--- config.mk ---
export PLATFORM = sky130hd
export DESIGN_NAME = timer8_pwm_counter
export DESIGN_NICKNAME = d
export VERILOG_FILES = /design/src/design/t8pwm_pkg.sv /design/src/design/timer8_pwm_counter.sv
export SDC_FILE = /design/constraint.sdc
export NUM_CORES = 1
export LEC_CHECK = 0
export BUFFER_PORTS_ARGS = -buffer_cell sky130_fd_sc_hd__buf_2
export CORE_MARGIN = 4
export CORE_UTILIZATION = 53
export DETAILED_ROUTE_END_ITERATION = 12
export PLACE_DENSITY = 0.72
export SYNTH_ARGS = -nofsm -noshare
export SYNTH_HDL_FRONTEND = slang
export SYNTH_SLANG_ARGS = --single-unit
--- constraint.sdc ---
create_clock -name clk -period 5.8 [get_ports clk]
set_input_delay 1.16 -clock clk [delete_from_list [all_inputs] [get_ports clk]]
set_output_delay 1.16 -clock clk [all_outputs]
set_load 0.02 [all_outputs]
--- src/design/t8pwm_pkg.sv ---
`timescale 1ns / 1ps
`default_nettype none

package t8pwm_pkg;

  // Item kinds (carried on s_tuser)
  localparam logic [1:0] OP_TICK  = 2'd0;
  localparam logic [1:0] OP_READ  = 2'd1;
  localparam logic [1:0] OP_WRITE = 2'd2;
  localparam logic [1:0] OP_ACK   = 2'd3;

  // Register map
  localparam logic [2:0] ADDR_COUNT  = 3'd0;
  localparam logic [2:0] ADDR_CMP_A  = 3'd1;
  localparam logic [2:0] ADDR_CMP_B  = 3'd2;
  localparam logic [2:0] ADDR_CTRL_A = 3'd3;
  localparam logic [2:0] ADDR_CTRL_B = 3'd4;
  localparam logic [2:0] ADDR_MASK   = 3'd5;
  localparam logic [2:0] ADDR_FLAGS  = 3'd6;

  // Pin actions
  localparam logic [1:0] ACT_NONE   = 2'd0;
  localparam logic [1:0] ACT_TOGGLE = 2'd1;
  localparam logic [1:0] ACT_CLEAR  = 2'd2;
  localparam logic [1:0] ACT_SET    = 2'd3;

  // Waveform modes
  localparam logic [2:0] MODE_NORMAL    = 3'd0;
  localparam logic [2:0] MODE_PC_FF     = 3'd1;
  localparam logic [2:0] MODE_CTC       = 3'd2;
  localparam logic [2:0] MODE_FAST_FF   = 3'd3;
  localparam logic [2:0] MODE_PC_CMP_A  = 3'd5;
  localparam logic [2:0] MODE_FAST_CMP_A = 3'd7;

  // Clock select
  localparam logic [2:0] CS_STOP    = 3'd0;
  localparam logic [2:0] CS_DIV1    = 3'd1;
  localparam logic [2:0] CS_DIV8    = 3'd2;
  localparam logic [2:0] CS_DIV64   = 3'd3;
  localparam logic [2:0] CS_DIV256  = 3'd4;
  localparam logic [2:0] CS_DIV1024 = 3'd5;
  localparam logic [2:0] CS_FALL    = 3'd6;

  // Flag bit positions
  localparam int FLAG_OVF  = 0;
  localparam int FLAG_CMPA = 1;
  localparam int FLAG_CMPB = 2;

  // Interrupt vectors
  localparam logic [1:0] VEC_CMPA = 2'd0;
  localparam logic [1:0] VEC_CMPB = 2'd1;
  localparam logic [1:0] VEC_OVF  = 2'd2;

  localparam int PRESCALE_W = 10;

  function automatic logic is_phase_mode(input logic [2:0] mode);
    return (mode == MODE_PC_FF) || (mode == MODE_PC_CMP_A);
  endfunction

  function automatic logic is_fast_mode(input logic [2:0] mode);
    return (mode == MODE_FAST_FF) || (mode == MODE_FAST_CMP_A);
  endfunction

  function automatic logic is_pwm_mode(input logic [2:0] mode);
    return is_phase_mode(mode) || is_fast_mode(mode);
  endfunction

  function automatic logic apply_action(input logic pin, input logic [1:0] act);
    logic res;
    case (act)
      ACT_TOGGLE: res = ~pin;
      ACT_CLEAR:  res = 1'b0;
      ACT_SET:    res = 1'b1;
      default:    res = pin;
    endcase
    return res;
  endfunction

  // Swap clear/set on the down slope of phase-correct modes
  function automatic logic [1:0] match_action(input logic [1:0] act, input logic phase,
                                              input logic up);
    logic [1:0] res;
    res = act;
    if (phase && !up) begin
      if (act == ACT_CLEAR) begin
        res = ACT_SET;
      end else if (act == ACT_SET) begin
        res = ACT_CLEAR;
      end
    end
    return res;
  endfunction

  function automatic logic [PRESCALE_W:0] prescale_div(input logic [2:0] cs);
    logic [PRESCALE_W:0] res;
    case (cs)
      CS_DIV8:    res = 11'd8;
      CS_DIV64:   res = 11'd64;
      CS_DIV256:  res = 11'd256;
      CS_DIV1024: res = 11'd1024;
      default:    res = 11'd1;
    endcase
    return res;
  endfunction

endpackage

`default_nettype wire

--- src/design/timer8_pwm_counter.sv ---
`timescale 1ns / 1ps
`default_nettype none

// 8-bit timer/counter with PWM, driven by a stream of items. Each input
// transaction is a clock tick, a register read, a register write or an
// interrupt acknowledge, and produces exactly one result transaction in the
// next cycle. One item is taken every cycle while the result side does not
// stall; the whole state update is a single pass of combinational logic from
// the state registers and the accepted item into the next state and the output
// register. The output register frees as it is taken, so s_tready stays high
// while m_tready is high or the output register is empty; a stalled result
// holds only the input side. The power-down bit is written through the cfg
// port, which is always ready outside reset.
module timer8_pwm_counter (
  input  wire logic        clk,
  input  wire logic        rst,
  // Configuration: power-down bit
  input  wire logic        cfg_valid,
  output logic             cfg_ready,
  input  wire logic        cfg_data,
  // Input items
  input  wire logic        s_tvalid,
  output logic             s_tready,
  input  wire logic [15:0] s_tdata,  // address[2:0], write_data[10:3], t_pin[11], zeros
  input  wire logic [1:0]  s_tuser,  // operation[1:0]
  // Results
  output logic             m_tvalid,
  input  wire logic        m_tready,
  output logic [23:0]      m_tdata   // rd_value[7:0], pin_a_level[8], pin_b_level[9],
                                     // irq_pending[10], irq_vector[12:11], ack_taken[13],
                                     // ack_vector[15:14], match_a_event[16],
                                     // match_b_event[17], overflow_event[18], zeros
);

  // Architectural state
  logic       powered_down;
  logic [7:0] count, count_next;
  logic [7:0] cmp_a_act, cmp_a_act_next;
  logic [7:0] cmp_b_act, cmp_b_act_next;
  logic [7:0] cmp_a_buf, cmp_a_buf_next;
  logic [7:0] cmp_b_buf, cmp_b_buf_next;
  logic [7:0] ctrl_a, ctrl_a_next;
  logic [7:0] ctrl_b, ctrl_b_next;
  logic [7:0] irq_mask, irq_mask_next;
  logic [2:0] irq_flags, irq_flags_next;
  logic       count_up, count_up_next;
  logic [t8pwm_pkg::PRESCALE_W-1:0] prescale, prescale_next;
  logic       last_pin, last_pin_next;
  logic       pin_a, pin_a_next;
  logic       pin_b, pin_b_next;

  // Output register
  logic        out_valid;
  logic [23:0] out_data;

  // Item fields
  logic [1:0] op;
  logic [2:0] addr;
  logic [7:0] wdata;
  logic       t_pin;

  assign op    = s_tuser;
  assign addr  = s_tdata[2:0];
  assign wdata = s_tdata[10:3];
  assign t_pin = s_tdata[11];

  logic accept;
  assign s_tready  = ~rst & (~out_valid | m_tready);
  assign accept    = s_tvalid & s_tready;
  assign cfg_ready = ~rst;
  assign m_tvalid  = out_valid;
  assign m_tdata   = out_data;

  // -------------------------------------------------------------------------
  // One counter step: computed every cycle, applied only when the prescaler
  // or the external edge detector fires.
  // -------------------------------------------------------------------------
  logic [2:0] mode;
  logic       phase, fast;
  logic [7:0] top, cnt_inc;
  logic [7:0] st_count, st_cmp_a, st_cmp_b;
  logic       st_up, st_ovf, st_match_a, st_match_b, st_pin_a, st_pin_b;
  logic [1:0] act_a, act_b;

  assign mode    = {ctrl_b[3], ctrl_a[1:0]};
  assign phase   = t8pwm_pkg::is_phase_mode(mode);
  assign fast    = t8pwm_pkg::is_fast_mode(mode);
  assign act_a   = ctrl_a[7:6];
  assign act_b   = ctrl_a[5:4];
  assign cnt_inc = count + 8'd1;
  assign top     = (mode == t8pwm_pkg::MODE_CTC || mode == t8pwm_pkg::MODE_PC_CMP_A ||
                    mode == t8pwm_pkg::MODE_FAST_CMP_A) ? cmp_a_act : 8'hFF;

  always_comb begin
    st_count = count;
    st_up    = count_up;
    st_cmp_a = cmp_a_act;
    st_cmp_b = cmp_b_act;
    st_ovf   = 1'b0;
    if (phase) begin
      if (count_up) begin
        if (count == top) begin
          // Already at top: turn round
          st_up = 1'b0;
          if (count != 8'd0) begin
            st_count = count - 8'd1;
          end
        end else begin
          st_count = cnt_inc;
          if (cnt_inc == top) begin
            // Reaching top: turn round and take the buffered compares
            st_up    = 1'b0;
            st_cmp_a = cmp_a_buf;
            st_cmp_b = cmp_b_buf;
          end
        end
      end else if (count == 8'd0) begin
        st_up    = 1'b1;
        st_ovf   = 1'b1;
        st_count = 8'd1;
      end else begin
        st_count = count - 8'd1;
      end
    end else if (fast) begin
      if (count == top) begin
        st_ovf   = 1'b1;
        st_cmp_a = cmp_a_buf;
        st_cmp_b = cmp_b_buf;
        st_count = 8'd0;
      end else begin
        st_count = cnt_inc;
      end
    end else begin
      if (count == top) begin
        st_ovf   = (mode != t8pwm_pkg::MODE_CTC);
        st_count = 8'd0;
      end else begin
        st_count = cnt_inc;
      end
    end

    st_match_a = (st_count == st_cmp_a);
    st_match_b = (st_count == st_cmp_b);
    st_pin_a   = st_match_a ?
                 t8pwm_pkg::apply_action(pin_a, t8pwm_pkg::match_action(act_a, phase, st_up)) :
                 pin_a;
    st_pin_b   = st_match_b ?
                 t8pwm_pkg::apply_action(pin_b, t8pwm_pkg::match_action(act_b, phase, st_up)) :
                 pin_b;

    // Fast PWM bottom: invert the compare action
    if (fast && st_count == 8'd0) begin
      if (act_a == t8pwm_pkg::ACT_CLEAR) begin
        st_pin_a = 1'b1;
      end else if (act_a == t8pwm_pkg::ACT_SET) begin
        st_pin_a = 1'b0;
      end
      if (act_b == t8pwm_pkg::ACT_CLEAR) begin
        st_pin_b = 1'b1;
      end else if (act_b == t8pwm_pkg::ACT_SET) begin
        st_pin_b = 1'b0;
      end
    end
  end

  // -------------------------------------------------------------------------
  // Item decode and next state
  // -------------------------------------------------------------------------
  logic [2:0] cs;
  logic [t8pwm_pkg::PRESCALE_W-1:0] pc_inc;
  logic       do_step, direct;
  logic [2:0] mode_wr;
  logic [2:0] pend_old, pend_new;
  logic [7:0] rd;
  logic       taken, irq;
  logic [1:0] ack_vec, irq_vec;
  logic       ev_a, ev_b, ev_ovf;

  assign cs      = ctrl_b[2:0];
  assign pc_inc  = prescale + {{(t8pwm_pkg::PRESCALE_W-1){1'b0}}, 1'b1};
  assign direct  = ~t8pwm_pkg::is_pwm_mode(mode) | (cs == t8pwm_pkg::CS_STOP);
  assign mode_wr = {wdata[3], ctrl_a[1:0]};
  assign pend_old = irq_flags & irq_mask[2:0];

  always_comb begin
    count_next     = count;
    cmp_a_act_next = cmp_a_act;
    cmp_b_act_next = cmp_b_act;
    cmp_a_buf_next = cmp_a_buf;
    cmp_b_buf_next = cmp_b_buf;
    ctrl_a_next    = ctrl_a;
    ctrl_b_next    = ctrl_b;
    irq_mask_next  = irq_mask;
    irq_flags_next = irq_flags;
    count_up_next  = count_up;
    prescale_next  = prescale;
    last_pin_next  = last_pin;
    pin_a_next     = pin_a;
    pin_b_next     = pin_b;
    do_step        = 1'b0;
    rd             = 8'd0;
    taken          = 1'b0;
    ack_vec        = t8pwm_pkg::VEC_CMPA;
    ev_a           = 1'b0;
    ev_b           = 1'b0;
    ev_ovf         = 1'b0;

    case (op)
      t8pwm_pkg::OP_TICK: begin
        if (!powered_down && cs != t8pwm_pkg::CS_STOP) begin
          if (cs inside {[t8pwm_pkg::CS_DIV1:t8pwm_pkg::CS_DIV1024]}) begin
            prescale_next = pc_inc;
            if ({1'b0, pc_inc} >= t8pwm_pkg::prescale_div(cs) || pc_inc == '0) begin
              prescale_next = '0;
              do_step       = 1'b1;
            end
          end else begin
            do_step = (cs == t8pwm_pkg::CS_FALL) ? (last_pin & ~t_pin) : (~last_pin & t_pin);
            last_pin_next = t_pin;
          end
        end
        if (do_step) begin
          count_next     = st_count;
          count_up_next  = st_up;
          cmp_a_act_next = st_cmp_a;
          cmp_b_act_next = st_cmp_b;
          pin_a_next     = st_pin_a;
          pin_b_next     = st_pin_b;
          irq_flags_next = irq_flags | {st_match_b, st_match_a, st_ovf};
          ev_a           = st_match_a;
          ev_b           = st_match_b;
          ev_ovf         = st_ovf;
        end
      end
      t8pwm_pkg::OP_READ: begin
        case (addr)
          t8pwm_pkg::ADDR_COUNT:  rd = count;
          t8pwm_pkg::ADDR_CMP_A:  rd = cmp_a_buf;
          t8pwm_pkg::ADDR_CMP_B:  rd = cmp_b_buf;
          t8pwm_pkg::ADDR_CTRL_A: rd = ctrl_a;
          t8pwm_pkg::ADDR_CTRL_B: rd = ctrl_b;
          t8pwm_pkg::ADDR_MASK:   rd = irq_mask;
          t8pwm_pkg::ADDR_FLAGS:  rd = {5'd0, irq_flags};
          default:                rd = 8'd0;
        endcase
      end
      t8pwm_pkg::OP_WRITE: begin
        case (addr)
          t8pwm_pkg::ADDR_COUNT: count_next = wdata;
          t8pwm_pkg::ADDR_CMP_A: begin
            cmp_a_buf_next = wdata;
            if (direct) begin
              cmp_a_act_next = wdata;
            end
          end
          t8pwm_pkg::ADDR_CMP_B: begin
            cmp_b_buf_next = wdata;
            if (direct) begin
              cmp_b_act_next = wdata;
            end
          end
          t8pwm_pkg::ADDR_CTRL_A: ctrl_a_next = wdata;
          t8pwm_pkg::ADDR_CTRL_B: begin
            // Force strobes are not stored; they act only outside PWM modes
            ctrl_b_next = {2'b00, wdata[5:0]};
            if (!t8pwm_pkg::is_pwm_mode(mode_wr)) begin
              if (wdata[7]) begin
                pin_a_next = t8pwm_pkg::apply_action(pin_a, act_a);
              end
              if (wdata[6]) begin
                pin_b_next = t8pwm_pkg::apply_action(pin_b, act_b);
              end
            end
          end
          t8pwm_pkg::ADDR_MASK:  irq_mask_next = wdata;
          t8pwm_pkg::ADDR_FLAGS: irq_flags_next = irq_flags & ~wdata[2:0];
          default: ;
        endcase
      end
      default: begin
        // Acknowledge: clear the highest-priority pending source
        if (pend_old[t8pwm_pkg::FLAG_CMPA]) begin
          taken   = 1'b1;
          ack_vec = t8pwm_pkg::VEC_CMPA;
          irq_flags_next[t8pwm_pkg::FLAG_CMPA] = 1'b0;
        end else if (pend_old[t8pwm_pkg::FLAG_CMPB]) begin
          taken   = 1'b1;
          ack_vec = t8pwm_pkg::VEC_CMPB;
          irq_flags_next[t8pwm_pkg::FLAG_CMPB] = 1'b0;
        end else if (pend_old[t8pwm_pkg::FLAG_OVF]) begin
          taken   = 1'b1;
          ack_vec = t8pwm_pkg::VEC_OVF;
          irq_flags_next[t8pwm_pkg::FLAG_OVF] = 1'b0;
        end
      end
    endcase
  end

  // Interrupt state after the item
  assign pend_new = irq_flags_next & irq_mask_next[2:0];
  assign irq      = |pend_new;

  always_comb begin
    if (pend_new[t8pwm_pkg::FLAG_CMPA]) begin
      irq_vec = t8pwm_pkg::VEC_CMPA;
    end else if (pend_new[t8pwm_pkg::FLAG_CMPB]) begin
      irq_vec = t8pwm_pkg::VEC_CMPB;
    end else if (pend_new[t8pwm_pkg::FLAG_OVF]) begin
      irq_vec = t8pwm_pkg::VEC_OVF;
    end else begin
      irq_vec = t8pwm_pkg::VEC_CMPA;
    end
  end

  // -------------------------------------------------------------------------
  // Registers
  // -------------------------------------------------------------------------
  always_ff @(posedge clk) begin
    if (rst) begin
      powered_down <= 1'b0;
    end else if (cfg_valid && cfg_ready) begin
      powered_down <= cfg_data;
    end
  end

  always_ff @(posedge clk) begin
    if (rst) begin
      count     <= '0;
      cmp_a_act <= '0;
      cmp_b_act <= '0;
      cmp_a_buf <= '0;
      cmp_b_buf <= '0;
      ctrl_a    <= '0;
      ctrl_b    <= '0;
      irq_mask  <= '0;
      irq_flags <= '0;
      count_up  <= 1'b1;
      prescale  <= '0;
      last_pin  <= 1'b0;
      pin_a     <= 1'b0;
      pin_b     <= 1'b0;
    end else if (accept) begin
      count     <= count_next;
      cmp_a_act <= cmp_a_act_next;
      cmp_b_act <= cmp_b_act_next;
      cmp_a_buf <= cmp_a_buf_next;
      cmp_b_buf <= cmp_b_buf_next;
      ctrl_a    <= ctrl_a_next;
      ctrl_b    <= ctrl_b_next;
      irq_mask  <= irq_mask_next;
      irq_flags <= irq_flags_next;
      count_up  <= count_up_next;
      prescale  <= prescale_next;
      last_pin  <= last_pin_next;
      pin_a     <= pin_a_next;
      pin_b     <= pin_b_next;
    end
  end

  // Hold the result until taken; load a new one on every accepted item
  always_ff @(posedge clk) begin
    if (rst) begin
      out_valid <= 1'b0;
    end else if (accept) begin
      out_valid <= 1'b1;
    end else if (m_tready) begin
      out_valid <= 1'b0;
    end
  end

  always_ff @(posedge clk) begin
    if (accept) begin
      out_data <= {5'd0, ev_ovf, ev_b, ev_a, ack_vec, taken, irq_vec, irq,
                   pin_b_next, pin_a_next, rd};
    end
  end

endmodule

`default_nettype wire

Yosys cells after proc, flatten, opt, wreduce, memory -nomap -nowiden
Index checks and enable logic that the tools add are counted.
{"block": "word_totals", "ff_bits": 100, "in_bits": 24}
{"block": "classes", "add_sub_neg": 3, "order_cmp": 3, "n_eq_ne": 44, "n_mux": 98, "bitwise": 19, "reduce_logical": 43}
{"operator": "8-bit 2-to-1 mux", "n": 26}
{"operator": "8-bit case mux with 7 select lines", "n": 1}
{"operator": "8-bit case mux with 2 select lines", "n": 3}
{"operator": "1-bit 2-to-1 mux", "n": 44}
{"operator": "11-bit case mux with 4 select lines", "n": 1}
{"operator": "11-bit 2-to-1 mux", "n": 3}
{"operator": "8-bit equality test", "n": 4}
{"operator": "3-bit equality test (second input constant)", "n": 10}
{"operator": "3-bit by 2-bit equality test with 1-bit output (second input constant)", "n": 7}
{"operator": "2-bit equality test (second input constant)", "n": 9}
{"operator": "3-bit AND reduction", "n": 6}
{"operator": "8-bit zero test", "n": 2}
{"operator": "2-bit 2-to-1 mux", "n": 8}
{"operator": "3-bit 2-to-1 mux", "n": 4}
{"operator": "1-bit case mux with 3 select lines", "n": 4}
{"operator": "4-bit AND reduction", "n": 3}
{"operator": "10-bit by 11-bit >= comparator with 1-bit output", "n": 1}
{"operator": "10-bit by 1-bit adder with 10-bit output (second input constant)", "n": 1}
{"operator": "2-bit by 1-bit equality test with 1-bit output (second input constant)", "n": 5}
{"operator": "10-bit zero test", "n": 1}
{"operator": "10-bit 2-to-1 mux", "n": 1}
{"operator": "5-bit AND reduction", "n": 2}
{"operator": "3-bit bitwise AND", "n": 3}
{"operator": "3-bit by 1-bit equality test with 1-bit output (second input constant)", "n": 3}
{"operator": "other kinds (27)", "n": 58}

Depth between registers and ports, before layout
Gate-level depths: netlist (run 1).
{"block": "logic_depth", "depth_word": 20, "depth_mapped": 17, "depth_no_buf": 15}

Least setup slack after synthesis (run 1)
Ideal clock, no wire load.
{"block": "synth_path", "path_kind": "register to register", "startpoint": "register ctrl_a[0]", "endpoint": "register out_data[8] (netlist: m_tdata[8]), data pin", "setup_ns": 0.259, "arrival_time_ns": 3.867, "slack_ns": 1.674, "stages_incl_launch_ff": 14, "n_path_buf": 2, "synth_period_minus_slack_ns": 4.126, "cell_sequence": "dfxtp_1 > buf_6 > or4b_4 > and3_1 > or2_1 > or4_4 > a2111o_1 > buf_6 > and3_4 > or3_1 > a21oi_2 > nand4_2 > or4b_4 > a211o_1"}
{"block": "synth_between", "elab_chain_len": 20, "word_cells_on_any_way": 51}
{"element": "start, declared", "line": "timer8_pwm_counter.sv:42", "rtl": "logic [7:0] ctrl_a, ctrl_a_next;"}
{"element": "start signal, assigned", "line": "timer8_pwm_counter.sv:348", "rtl": "ctrl_a <= ctrl_a_next;"}
{"element": "3-bit by 2-bit equality test with 1-bit output or 3-bit equality test (tied branches)", "line": "timer8_pwm_counter.sv:91, t8pwm_pkg.sv:57"}
{"element": "1-bit logical OR (2 in a row)", "line": "timer8_pwm_counter.sv:91", "rtl": "assign top = (mode == t8pwm_pkg::MODE_CTC || mode == t8pwm_pkg::MODE_PC_CMP_A ||"}
{"element": "8-bit 2-to-1 mux", "line": "timer8_pwm_counter.sv:92", "rtl": "mode == t8pwm_pkg::MODE_FAST_CMP_A) ? cmp_a_act : 8'hFF;"}
{"element": "8-bit equality test", "line": "timer8_pwm_counter.sv:110", "rtl": "if (cnt_inc == top) begin"}
{"element": "1-bit 2-to-1 mux", "line": "timer8_pwm_counter.sv:110"}
{"element": "1-bit 2-to-1 mux", "line": "timer8_pwm_counter.sv:102", "rtl": "if (count == top) begin"}
{"element": "1-bit 2-to-1 mux", "line": "timer8_pwm_counter.sv:101", "rtl": "if (count_up) begin"}
{"element": "1-bit 2-to-1 mux", "line": "timer8_pwm_counter.sv:100", "rtl": "if (phase) begin"}
{"element": "[... 4 more ...]"}
{"element": "1-bit case mux with 3 select lines", "line": "t8pwm_pkg.sv:70", "rtl": "case (act)"}
{"element": "1-bit 2-to-1 mux", "line": "timer8_pwm_counter.sv:144", "rtl": "st_pin_a = st_match_a ?"}
{"element": "1-bit 2-to-1 mux", "line": "timer8_pwm_counter.sv:155", "rtl": "end else if (act_a == t8pwm_pkg::ACT_SET) begin"}
{"element": "1-bit 2-to-1 mux", "line": "timer8_pwm_counter.sv:153", "rtl": "if (act_a == t8pwm_pkg::ACT_CLEAR) begin"}
{"element": "1-bit 2-to-1 mux", "line": "timer8_pwm_counter.sv:152", "rtl": "if (fast && st_count == 8'd0) begin"}
{"element": "1-bit 2-to-1 mux", "line": "timer8_pwm_counter.sv:222", "rtl": "if (do_step) begin"}
{"element": "1-bit case mux with 2 select lines (*)", "line": "timer8_pwm_counter.sv:208", "rtl": "case (op)"}
{"element": "via pin_a_next", "line": "timer8_pwm_counter.sv:49", "rtl": "logic pin_a, pin_a_next;"}
{"element": "end signal, assigned", "line": "timer8_pwm_counter.sv:373", "rtl": "out_data <= {5'd0, ev_ovf, ev_b, ev_a, ack_vec, taken, irq_vec, irq,"}
{"element": "end, declared", "line": "timer8_pwm_counter.sv:54", "rtl": "logic [23:0] out_data;"}
The timed path passes the listed nets; every way through them passes the cells marked *.
A chain may end at the register's enable or synchronous reset.

Final worst setup path (run 1)
{"block": "layout_path", "startpoint": "register ctrl_a[1]", "endpoint": "register out_data[9] (netlist: m_tdata[9]), data pin"}
{"block": "layout_between", "elab_chain_len": 20, "word_cells_on_any_way": 51}
{"element": "3-bit by 2-bit equality test with 1-bit output or 3-bit equality test (tied branches)", "line": "timer8_pwm_counter.sv:91, t8pwm_pkg.sv:57"}
{"element": "1-bit logical OR (2 in a row)", "line": "timer8_pwm_counter.sv:91"}
{"element": "8-bit 2-to-1 mux", "line": "timer8_pwm_counter.sv:92"}
{"element": "8-bit equality test", "line": "timer8_pwm_counter.sv:110"}
{"element": "1-bit 2-to-1 mux", "line": "timer8_pwm_counter.sv:110"}
{"element": "1-bit 2-to-1 mux", "line": "timer8_pwm_counter.sv:102"}
{"element": "1-bit 2-to-1 mux", "line": "timer8_pwm_counter.sv:101"}
{"element": "1-bit 2-to-1 mux", "line": "timer8_pwm_counter.sv:100"}
{"element": "[... 4 more ...]"}
{"element": "1-bit case mux with 3 select lines", "line": "t8pwm_pkg.sv:70"}
{"element": "1-bit 2-to-1 mux", "line": "timer8_pwm_counter.sv:147", "rtl": "st_pin_b = st_match_b ?"}
{"element": "1-bit 2-to-1 mux", "line": "timer8_pwm_counter.sv:160", "rtl": "end else if (act_b == t8pwm_pkg::ACT_SET) begin"}
{"element": "1-bit 2-to-1 mux", "line": "timer8_pwm_counter.sv:158", "rtl": "if (act_b == t8pwm_pkg::ACT_CLEAR) begin"}
{"element": "1-bit 2-to-1 mux", "line": "timer8_pwm_counter.sv:152"}
{"element": "1-bit 2-to-1 mux", "line": "timer8_pwm_counter.sv:222"}
{"element": "1-bit case mux with 2 select lines (*)", "line": "timer8_pwm_counter.sv:208"}
{"element": "via pin_b_next", "line": "timer8_pwm_counter.sv:50", "rtl": "logic pin_b, pin_b_next;"}
Marked as above.

==> results.ini, run 1 <==
[status]
outcome = completed

[floorplan]
die_area_sq_um = 14800
core_sq_um = 12700
num_rows = 41
die_w_um = 122
initial_utilization = 0.542
die_y_um = 122
io_pins = 51

[layout]
finish.net_count = 897
fin_cells = 1026
diodes = 0
area_delta_synth_final_pct = 7.91
drive_gt1_frac = 0.0995

[power_and_ir_drop]
power_mw = 1.45
powerDensity_nw_per_um2 = 195
p_leak_nw = 2.71
vdd_drop_max_uv = 226

[synth]
synth_cell_types = 71
syn_inst = 840
yosys-top-cells-area = dfxtp_1, mux2i_1, edfxtp_1, nor2_1, ha_1
synth_enable_flop_cells = 19
synth_area_sq_um = 6860
synth_ff_type = dfxtp_1
synth-warning-count = 0
async_reset_ff_frac = 0
yosysSeqAreaShare = 0.319
avgSynthCellArea_sq_um = 8.17
synth_top_area_cell = dfxtp_1
ys_ff_latch = 100
synth_top_cell_area_share = 0.236

[detailed_routing]
route.detailed.drc = 0
drtAntennaViolNets = 0
wl_per_cell_um = 19.5
dr.pass1.iters = 6
vias = 6542
routed_wl_mm = 20.1
drtIter0Drc = 755
routed_via_density = 6.38

[sta]
fin_crit_ps = 5030
timing.setup.tns_ps = 0
setup_viol = 0
slew_viol_final = 0
slew_headroom = 0.347
fin_ws_ps = 772
max_freq_mhz = 199
hold_viol = 0
grt_setup_unrepaired = false
min_period_over_period = 0.867
worst_clock_skew_ps = 14.1
worstMarginPinSlew_ps = 966

[placed_design]
dpl.hpwl_mm = 14.5
portBuffers = 41
placed_cells = 1010
dp_slack_ps = 834
gp_congestion = 0.935

[clocking]
ctsHoldBuffers = 0
cts_setup_buffers = 0
numCtsBuffers = 9
cts_resized = 0
cts_root_buf = clkbuf_16
ctsLongestPathBuffers = 2
insertion_delay_ps = 360
cts_tree = yes
htree_levels = 3
cts.clk_slew.worst_paths_ps = 70
numClockSinks = 100

[grt]
grt_max_degree = 77
grt_pass1_vias = 6160
grt_pass1_wl_mm = 31.7
antenna_found_initial = 0
grt_use_total = 0.271
grt-ovfl-total = 0

[setup_path]
cp_data_required_time_ps = 5910
crit_path_max_fanout = 16
reg2reg_slack_ps = 770
criticalPathCategory = reg -> reg
cp.arrival_ps = 5130
worst_setup_path_end_kind = flip-flop
start_kind = flip-flop

[job]
cap_violations = 0

[min_path]
hold_class = reg -> reg

==> final cells by class <==
class | count | area, sq um
clock buffers | 9 | 225
flip-flops and latches | 100 | 2190
well taps | 172 | 215
multi-input cells | 659 | 4330
fillers | 1175 | 5270
repair buffers | 52 | 288
inverters | 27 | 101
clock inverters | 7 | 56.3
==> cell usage in the layout, fill, tap and decap left out, types with 12 or more instances in the layout <==
master	count
buf_2	41
nor2b_1	14
nor2_1	106
mux2i_1	59
nand2b_1	18
o21ai_0	43
xnor2_1	12
xor2_1	14
o211ai_1	17
and3_1	14
a211oi_1	18
ha_1	24
nand3_1	40
inv_1	26
dfxtp_1	81
nand2_1	60
edfxtp_1	19
nor3_1	16
a21oi_1	45
==> report_power, final <==
| group | internal (mW) | total, mW | switching [mW] |
|---|---|---|---|
| sequential | 0.717 | 0.726 | 0.00945 |
| clock | 0.297 | 0.583 | 0.286 |
| combinational | 0.0425 | 0.138 | 0.0951 |
==> state kept, by name, indices dropped and copies added (netlist names) <==
name          cells
cmp_a_act         8
cmp_a_buf         8
cmp_b_act         8
cmp_b_buf         8
count             8
count_up          1
ctrl_a            8
ctrl_b            6
irq_flags         3
irq_mask          8
last_pin          1
m_tdata          19
m_tvalid          1
pin_a             1
pin_b             1
powered_down      1
prescale         10
==> worst max-delay path: stages, from the launching register on <==
cell	delay [ps]
dfxtp_1	640
or4b_4	530
and3_1	190
or2_1	250
or4_4	560
a2111o_1	480
nand2_1	550
mux2i_1	310
xnor2_1	90
nor4_1	540
buf_4	240
nand3_1	80
a21oi_1	210
o21ai_1	90
==> cells by family after synthesis <==
kind of cell / synth area share
muxes: 0.101
other: 0.000547
AOI/OAI and AO/OA: 0.196
and+or+nand+nor: 0.251
xor gates and xnor gates: 0.0365
adders and majority gates: 0.0438
buffers and inverters: 0.0522
DFF: 0.319
==> worst paths after layout <==
| kind | startpoint | endpoint | depth (start not counted) |
|---|---|---|---|
| hold reg to reg | prescale[7] | prescale[7] | 2 |
| setup reg to reg | ctrl_a[1] | m_tdata[9] | 13 |
| setup / recovery | ctrl_a[1] | m_tdata[9] | 13 |
| hold / removal | prescale[7] | prescale[7] | 2 |
==> cells in the mapped netlist, drive strengths merged (11+ instances only) <==
cell and count:
a211oi 18, a21oi 46, a22oi 11, and3 15
buf 18, clkbuf 40, dfxtp 81, edfxtp 19
ha 24, inv 27, mux2i 59, nand2 60
nand2b 18, nand3 40, nor2 106, nor2b 14
nor3 16, o211ai 17, o21ai 46, xnor2 12
xor2 14
==> per-stage QoR <==
stage                      util  hold WS [ps]  area, sq um
after floorplan               -           454         6880
after global placement    0.562           469         7120
after detailed placement  0.562           486         7120
after CTS                 0.584           496         7400
after global routing      0.584           510         7400
final                     0.584           496         7400
==> metal layers <==
| metal | track usage | vias to the layer above | share of wire |
|---|---|---|---|
| met4 | 0.111 | 0 | 0.031 |
| met1 | 0.381 | 3141 | 0.44 |
| met5 | 0 | - | 0 |
| met2 | 0.409 | 267 | 0.45 |
| li1 | - | 3078 | - |
| met3 | 0.0557 | 56 | 0.074 |
No activity file was read; power rests on OpenSTA's default activity.
==> inputs of run 2 (changes only) <==
--- a/config.mk
+++ b/config.mk
@@ -8,6 +8,8 @@
 export BUFFER_PORTS_ARGS = -buffer_cell sky130_fd_sc_hd__buf_2
 export CORE_MARGIN = 4
 export CORE_UTILIZATION = 53
+export CTS_CLUSTER_DIAMETER = 100
+export CTS_CLUSTER_SIZE = 16
 export DETAILED_ROUTE_END_ITERATION = 12
 export PLACE_DENSITY = 0.72
 export SYNTH_ARGS = -nofsm -noshare
==> constraint.sdc (replaced) <==
create_clock -name clk -period 4.8 [get_ports clk]
set_input_delay 0.96 -clock clk [delete_from_list [all_inputs] [get_ports clk]]
set_output_delay 0.96 -clock clk [all_outputs]
set_load 0.02 [all_outputs]
==> run 2 against run 1 <==
Register-to-register slack worse by 600 ps. Non-clock buffer count grew 18. Worst hold slack better by 0.63 ps. Clock power is 37% higher. First-iteration DRC count down 5.3%. Clock skew shrank 1.3 ps. Final cell count up 1.8%. Worst setup slack worse by 600 ps. Critical path depth decreased by 2. Critical path type unchanged. Critical endpoint is now m_tdata[8]. Sequential power increased by 21%. Final area is 2.7% higher.
==> results.ini, run 2 (synthesis gave the netlist of run 1 again) <==
[status]
outcome = completed  ; unchanged

[grt]
grt_pass1_vias = 6177  ; was 6,160
grt-ovfl-total = 0  ; unchanged
grt_use_total = 0.278  ; was 0.271
grt_max_degree = 77  ; unchanged
antenna_found_initial = 0  ; unchanged
grt_pass1_wl_mm = 32.4  ; was 31.7 mm

[sta]
setup_viol = 0  ; unchanged
max_freq_mhz = 216  ; was 199 MHz
min_period_over_period = 0.964  ; was 0.867
fin_crit_ps = 4630  ; was 5030 ps
holdWs_ps = 497  ; was 496 ps
slew_headroom = 0.412  ; was 0.347
hold_viol = 0  ; unchanged
worstMarginPinSlew_ps = 879  ; was 966 ps
worst_clock_skew_ps = 12.7  ; was 14.1 ps
slew_viol_final = 0  ; unchanged
grt_setup_unrepaired = false  ; unchanged
timing.setup.tns_ps = 0  ; unchanged

[layout]
final_common_cell = nor2_1  ; unchanged
drive_gt1_frac = 0.123  ; was 0.0995
final_cell_mix = nor2_1, dfxtp_1, nand2_1  ; unchanged
area_delta_synth_final_pct = 10.8  ; was 7.91%
finish.net_count = 915  ; was 897
nFillCells = 1153  ; was 1,175
diodes = 0  ; unchanged
largest_reg_flops = 19  ; unchanged

[clocking]
numClockSinks = 100  ; unchanged
insertion_delay_ps = 360  ; about the same
numCtsBuffers = 9  ; unchanged
htree_levels = 3  ; unchanged
cts_tree = yes  ; unchanged
ctsLongestPathBuffers = 2  ; unchanged
cts_root_buf = clkbuf_16  ; unchanged
cts.clk_slew.worst_paths_ps = 70  ; about the same
ctsHoldBuffers = 0  ; unchanged

[setup_path]
cp_data_required_time_ps = 4910  ; was 5910 ps
crit_path_max_fanout = 14  ; was 16
reg2reg_to = m_tdata[8]  ; was m_tdata[9]
cp.arrival_ps = 4740  ; was 5130 ps
crit_path_end = m_tdata[8]  ; was m_tdata[9]
crit_start = ctrl_b[3]  ; was ctrl_a[1]
reg2reg_slack_ps = 170  ; was 770 ps
worst_setup_path_end_kind = flip-flop  ; unchanged
r2r-start = ctrl_b[3]  ; was ctrl_a[1]
r2r_cells = 11  ; was 13
start_kind = flip-flop  ; unchanged
criticalPathCategory = reg -> reg  ; unchanged

[detailed_routing]
wl_met3_mm = 1.71  ; was 1.48 mm
dr.pass1.iters = 5  ; was 6
vias = 6578  ; was 6,542
routed_wl_mm = 20.6  ; was 20.1 mm
routed_via_density = 6.30  ; was 6.38
wl_met1_mm = 8.90  ; was 8.92 mm
wl_per_cell_um = 19.7  ; was 19.5 um
drtAntennaViolNets = 0  ; unchanged
dr_wl_met2_mm = 9.47  ; was 9.05 mm
maxUsedRoutingLayer = met4  ; unchanged
drtIter0Drc = 715  ; was 755
route.detailed.drc = 0  ; unchanged

[placed_design]
portBuffers = 41  ; unchanged
gp_congestion = 0.927  ; was 0.935
dpl.hpwl_mm = 15.3  ; was 14.5 mm

[floorplan]
num_rows = 41  ; unchanged
die_area_sq_um = 14800  ; unchanged
die_w_um = 122  ; unchanged
io_pins = 51  ; unchanged
initial_utilization = 0.542  ; unchanged
die_y_um = 122  ; unchanged
core_sq_um = 12700  ; unchanged

[power_and_ir_drop]
p_switching_uw = 468  ; was 390 uW
pwr-share-comb = 0.094  ; was 0.095
p_seq_frac = 0.473  ; was 0.502
intPower_mw = 1.38  ; was 1.06 mW
p_clk_frac = 0.433  ; was 0.403
switching_share = 0.253  ; was 0.270
powerDensity_nw_per_um2 = 243  ; was 195 nW/um^2
power_mw = 1.85  ; was 1.45 mW
vdd_drop_max_uv = 229  ; was 226 uV
p_leak_nw = 2.83  ; was 2.71 nW

[min_path]
hold_class = reg -> reg  ; unchanged

[job]
cap_violations = 0  ; unchanged

run 2: cell count changes in the layout (fill, tap and decap cells not counted), sizes merged:
cell,previous run,this run
buf,52,70
clkinvlp,1,2
clkinv,2,3
bufinv,0,2
inv,31,27
run 2: worst min-delay path by stage:
| stage | slack [ps] | from | cells after the start | to |
|---|---|---|---|---|
| after floorplan | 450 | irq_mask[3] | 2 | irq_mask[3] |
| after global placement | 470 | prescale[8] | 2 | prescale[8] |
| after detailed placement | 480 | count[6] | 2 | count[6] |
| after CTS | 500 | ctrl_a[3] | 2 | ctrl_a[3] |
| after global routing | 520 | cmp_b_act[4] | 2 | cmp_b_act[4] |
| final | 500 | irq_mask[5] | 2 | irq_mask[5] |
run 2: power groups by stage:
stage | registers (mW) | clock network (mW) | logic (mW)
after CTS | 0.875 | 0.807 | 0.170
after detailed placement | 0.894 | 0 | 0.169
after floorplan | 0.900 | 0 | 0.108
after global routing | 0.877 | 0.842 | 0.186
final | 0.875 | 0.801 | 0.173
after global placement | 0.894 | 0 | 0.165
run 2: layer usage:
metal / track usage / vias to the layer above
met4: 0.105 / 0
li1: - / 3100
met5: 0 / -
met3: 0.0432 / 41
met1: 0.389 / 3151
met2: 0.434 / 286
run 2: through the flow:
step                       util  area (sq um)  worst slack [ps]  instances
after floorplan               -          6880               674        844
after global placement    0.573          7260               138       1028
after detailed placement  0.573          7260               121       1028
after CTS                 0.599          7580              97.1       1044
after global routing      0.600          7600              42.9       1044
final                     0.600          7600               171       1044
run 2: timing repair:
action                     CTS  global route
resized for setup            0             4
setup endpoints to repair    0             5
buffers inserted             0             0
run 2: layout make-up:
class	instances	area, sq um	area share
inverters	27	101	0.0133
clock inverters	7	101	0.0133
flip-flops and latches	100	2190	0.288
repair buffers	70	423	0.0556
well taps	172	215	0.0283
clock buffers	9	225	0.0296
multi-input cells	659	4350	0.571
run 2: worst max-delay path, cell delays in order (launching register included):
cell	delay, ps
dfxtp_1	450
or4b_4	570
and3_1	190
or2_1	240
or4_4	570
a2111o_2	480
and3_1	230
or3_1	360
a211oi_2	260
nand4_2	190
or4b_4	570
a211o_1	270
